==> config.mk <==
export PLATFORM = sky130hd
export DESIGN_NAME = frwf_ram
export DESIGN_NICKNAME = d
export VERILOG_FILES = /design/src/design/frwf_ram.sv
export SDC_FILE = /design/constraint.sdc
export NUM_CORES = 1
export LEC_CHECK = 0
export ABC_AREA = 1
export BUFFER_PORTS_ARGS = -buffer_cell sky130_fd_sc_hd__buf_2
export CORE_MARGIN = 2
export CORE_UTILIZATION = 45
export CTS_CLUSTER_DIAMETER = 30
export DETAILED_ROUTE_END_ITERATION = 12
export PLACE_DENSITY_LB_ADDON = 0.05
export SLEW_MARGIN = 25
export SYNTH_ARGS = -nofsm -noshare
export SYNTH_HDL_FRONTEND = slang
export SYNTH_SLANG_ARGS = --single-unit
==> constraint.sdc <==
create_clock -name clk -period 1.1 [get_ports clk]
set_input_delay 0.11 -clock clk [delete_from_list [all_inputs] [get_ports clk]]
set_output_delay 0.11 -clock clk [all_outputs]
set_load 0.02 [all_outputs]
==> src/design/frwf_ram.sv <==
// ----------------------------------------------------------------------------
// frwf_ram - generic single-write, single-read RAM
// One write port and one read port, read data registered, old data on
// a read of the address being written in the same cycle.
// ----------------------------------------------------------------------------
`default_nettype none

module frwf_ram #(
	parameter int WIDTH = 8,
	parameter int DEPTH = 16,
	localparam int AW = (DEPTH > 1) ? $clog2(DEPTH) : 1
) (
	input  logic             clk,
	input  logic             wr_en,
	input  logic [AW-1:0]    wr_addr,
	input  logic [WIDTH-1:0] wr_data,
	input  logic             rd_en,
	input  logic [AW-1:0]    rd_addr,
	output logic [WIDTH-1:0] rd_data
);

	logic [WIDTH-1:0] mem_q [DEPTH];
	logic [WIDTH-1:0] rd_data_q;

	always_ff @(posedge clk) begin
		if (wr_en) begin
			mem_q[wr_addr] <= wr_data;
		end
		if (rd_en) begin
			rd_data_q <= mem_q[rd_addr];
		end
	end

	assign rd_data = rd_data_q;

endmodule

`default_nettype wire

# After elaboration in Yosys (flattened, before gate mapping)
# Memory sizes are Yosys's and may differ from the RTL's. A register that Yosys moved wholly into a read port is not among the register bits.
# Cells that the tools add are included.
dict set report op_classes {
  n_lt_le_gt_ge 0
  bitwise 0
  reduce_logical 0
  shift 0
  div_mod_pow 0
  eq_ne 0
  muxes 2
  addsub 0
  mul 0
}
# cell n
set op_table {}
lappend op_table {{two-way mux 1 bit} 2}
dict set report totals {
  mem_bits_ro 0
  mem_count 1
  wordCells 3
  input_bits 19
  ramBits 128
  reg_bits 0
  latchBits 0
  output_inout_bits 8
}
# memory words width read_ports rd_clocked_by_memory_dff write_ports line_no
set mem_list {}
lappend mem_list {mem_q 16 8 1 1 1 22} ;# logic [WIDTH-1:0] mem_q [DEPTH];

# Depth between registers and ports, before layout
dict set report depth {
  word_depth 2
  depth_mapped 8
  ltp_nobuf 7
}

# Least setup slack after synthesis
# OpenSTA, ideal clock, no wires.
dict set report synth_path {
  path_type {input to register}
  from {input port wr_addr[3]}
  to {memory mem_q[4][0] (enable)}
  setup_time_ps 370
  stages 2
  slack_ps 39
  required_time_ps 730
  n_path_buf 0
  arrival_ps 691
  path_cell_list {nand3b_1 -> nor2_1}
}
# item line_no
set synth_rtl {}
lappend synth_rtl {{from (decl)} 15} ;# input logic [AW-1:0] wr_addr,
lappend synth_rtl {{to (decl)} 22}
# No word-level cell before the write port.

# Final worst setup path
dict set report layout_path {
  from {register rd_data_q[1], in the netlist rd_data[1] (read register of mem_q)}
  to {output port rd_data[1]}
}
# item line_no
set layout_rtl {}
lappend layout_rtl {{from (decl)} 23} ;# logic [WIDTH-1:0] rd_data_q;
lappend layout_rtl {{to (decl)} 19} ;# output logic [WIDTH-1:0] rd_data
# No word-level cell between the ends.

==> impl_metrics.py <==
metrics = {
    "run_status": {
        "status": "finished with violations",
        "violations": "setup timing",
    },
    "finish": {
        "syn_to_final_growth_pct": 23.5,
        "n_fill_cell": 1111,
        "drive_gt1_share_pct": 22.1,
        "final_nets": 619,
        "antenna_cells": 0,
        "fin_area_mm2": 0.00722,
    },
    "die": {
        "ios": 27,
        "start_util_pct": 46.1,
        "fp-row-count": 41,
        "chipWidth_um": 118,
        "die_h_um": 118,
        "dieArea_mm2": 0.0139,
        "core_mm2": 0.0127,
    },
    "power": {
        "max-vdd-ir-drop_uv": 1480,
        "p_leak_nw": 3.11,
        "p_per_area_mw_per_mm2": 1730,
    },
    "setup_path": {
        "cp-start-kind": "flip-flop",
        "reg2reg_depth": 6,
        "cp-end-kind": "output pin",
        "path_buf_inv": 1,
        "ff2ff_setup_slack_ps": 10,
        "arrival_ps": 1030,
        "slowest_delay_ps": 450,
        "cp_num_cells": 1,
        "worstSetupPathType": "reg -> out",
        "cp_max_fo": 1,
        "cp_data_required_time_ps": 990,
        "crit_family": "flip-flops",
        "critPathSlowestCell": "edfxtp_1",
        "crit_chain": "buf_6",
    },
    "yosys": {
        "ys_warn_count": 0,
        "synth_seq_area_share_pct": 69.8,
        "syn_nets": 570,
        "yosysUniqueCellTypes": 11,
        "synth_area_leaders": "edfxtp_1 70%, nand2_1 11%, nand3_1 8.3%, inv_1 6.4%, buf_6 1.2%",
        "yosys.area.top_type": "edfxtp_1",
        "yosys.area.top_type_share_pct": 69.8,
        "avgSynthCellArea_um2": 10.6,
        "synth_area_mm2": 0.00585,
        "synthCells": 551,
        "synth_seq_cells": 136,
    },
    "clock_tree": {
        "cts_made_buffers": 17,
        "cts_buffer_depth": 2,
        "cts_tree": "yes",
        "clk_latency_ps": 420,
        "cts.clk_slew.worst_paths_ps": 50,
        "numClockSinks": 136,
        "postCtsSetupRepairBufs": 0,
        "hold_buffers": 0,
        "cts_max_level": 4,
        "root_buffer": "clkbuf_16",
    },
    "route": {
        "wire_per_inst_um": 17.5,
        "via_count": 3861,
        "viasPerCell": 4.92,
        "drc": 0,
        "wl_um": 13700,
        "drt_iter0_drc": 312,
        "first_pass_iters": 5,
        "ant_nets": 0,
    },
    "global_route": {
        "grtUsageTotal_pct": 20.8,
        "grt.overflow.total": 0,
        "grt_pass1_wl_um": 21000,
        "grt_max_degree": 37,
        "antenna_found_initial": 0,
        "grt_pass1_vias": 3660,
    },
    "place": {
        "dp_hpwl_um": 8640,
        "io_buffers": 26,
        "gp_congestion": 0.853,
        "place_area_mm2": 0.00634,
        "dp_slack_ps": -205,
    },
    "timing": {
        "slew_violations": 0,
        "setup_ws_ps": -44.9,
        "max_clock_freq_mhz": 873,
        "fin_setup_tns_ps": -106,
        "worstMarginPinSlew_ps": 411,
        "finalClockSkew_ps": 4.37,
        "rsz0062_at_grt": "true",
        "min_period_ps": 1140,
        "relSlewSlack_pct": 72.6,
        "fin_crit_sh_pct": 104,
        "hold_violations": 0,
        "hold_ws_ps": 69.8,
        "setup_violations": 4,
    },
    "job": {
        "maxCapViolations": 0,
    },
    "worst_hold_path": {
        "hp-class": "in -> reg",
        "min_path_cells": 1,
    },
}
-- metal layers --
metal	up-vias	track usage [%]	wire length [um]
met1	1853	28.7	6330
met2	103	31.9	6440
met3	25	4.31	579
met4	0	9.19	356
met5	-	0	0
li1	1880	-	-
-- through the flow --
step	util, %	power (mW)	std cells
CTS	55.3	12.5	784
finish	57.0	12.5	784
floorplan	-	6.41	551
global placement	50.0	6.77	753
detailed placement	50.0	6.78	753
global route	57.0	12.9	784
-- synthesized netlist by cell type --
| cell | count |
|---|---|
| buf_1 | 1 |
| buf_4 | 4 |
| nor2_1 | 17 |
| edfxtp_1 | 136 |
| inv_2 | 2 |
| nand2_1 | 173 |
| inv_1 | 100 |
| nand3b_1 | 2 |
| buf_2 | 13 |
| buf_6 | 6 |
| nand3_1 | 97 |
-- cells in the final DEF (no fill, tap or decap) --
master / instances
nand2_2: 2
buf_12: 8
clkbuf_16: 17
clkinvlp_4: 1
bufinv_16: 4
buf_2: 19
nand3_2: 49
nor2_1: 17
inv_2: 4
inv_1: 98
nand3b_1: 2
clkinv_1: 2
clkbuf_1: 3
nand2_1: 171
buf_4: 20
buf_6: 7
edfxtp_1: 136
nand3_1: 48
clkinv_2: 4
-- where the power goes --
group,switching [mW],internal [mW]
sequential,0.0422,5.84
combinational,0.585,0.306
clock,1.99,3.74
-- kinds of logic (layout without fill, tap and decap cells) --
kind of cell           count (synthesis)  after routing  synth area share [%]
buffers and inverters                126            187                  9.39
DFF                                  136            136                  69.8
and+or+nand+nor                      289            289                  20.8
-- worst paths after layout --
check	startpoint	to
setup / recovery	rd_data[1]$_DFFE_PP_	rd_data[1]
hold / removal	rd_en	rd_data[3]$_DFFE_PP_
setup reg to reg	mem_q[6][6]$_DFFE_PP_	rd_data[6]$_DFFE_PP_
hold reg to reg	mem_q[10][6]$_DFFE_PP_	rd_data[6]$_DFFE_PP_
-- flip-flops by register name (all words and copies together), names as in the netlist --
register,count
mem_q,128
rd_data,8
-- area by class of cell --
class | count | area (um2) | share of cell area [%]
tap | 172 | 215 | 2.98
clock buffer | 20 | 437 | 6.05
sequential | 136 | 4080 | 56.5
inverter | 102 | 383 | 5.30
multi-input combinational | 289 | 1460 | 20.3
timing repair buffer | 54 | 484 | 6.70
clock inverter | 11 | 155 | 2.15
-- repair_timing --
| action | in CTS | in global routing |
|---|---|---|
| pin swaps | 1 | 29 |
| gates resized for setup | 20 | 47 |
| endpoints found under the setup margin | 12 | 15 |
Note: power is estimated with default switching activity, not from simulation.
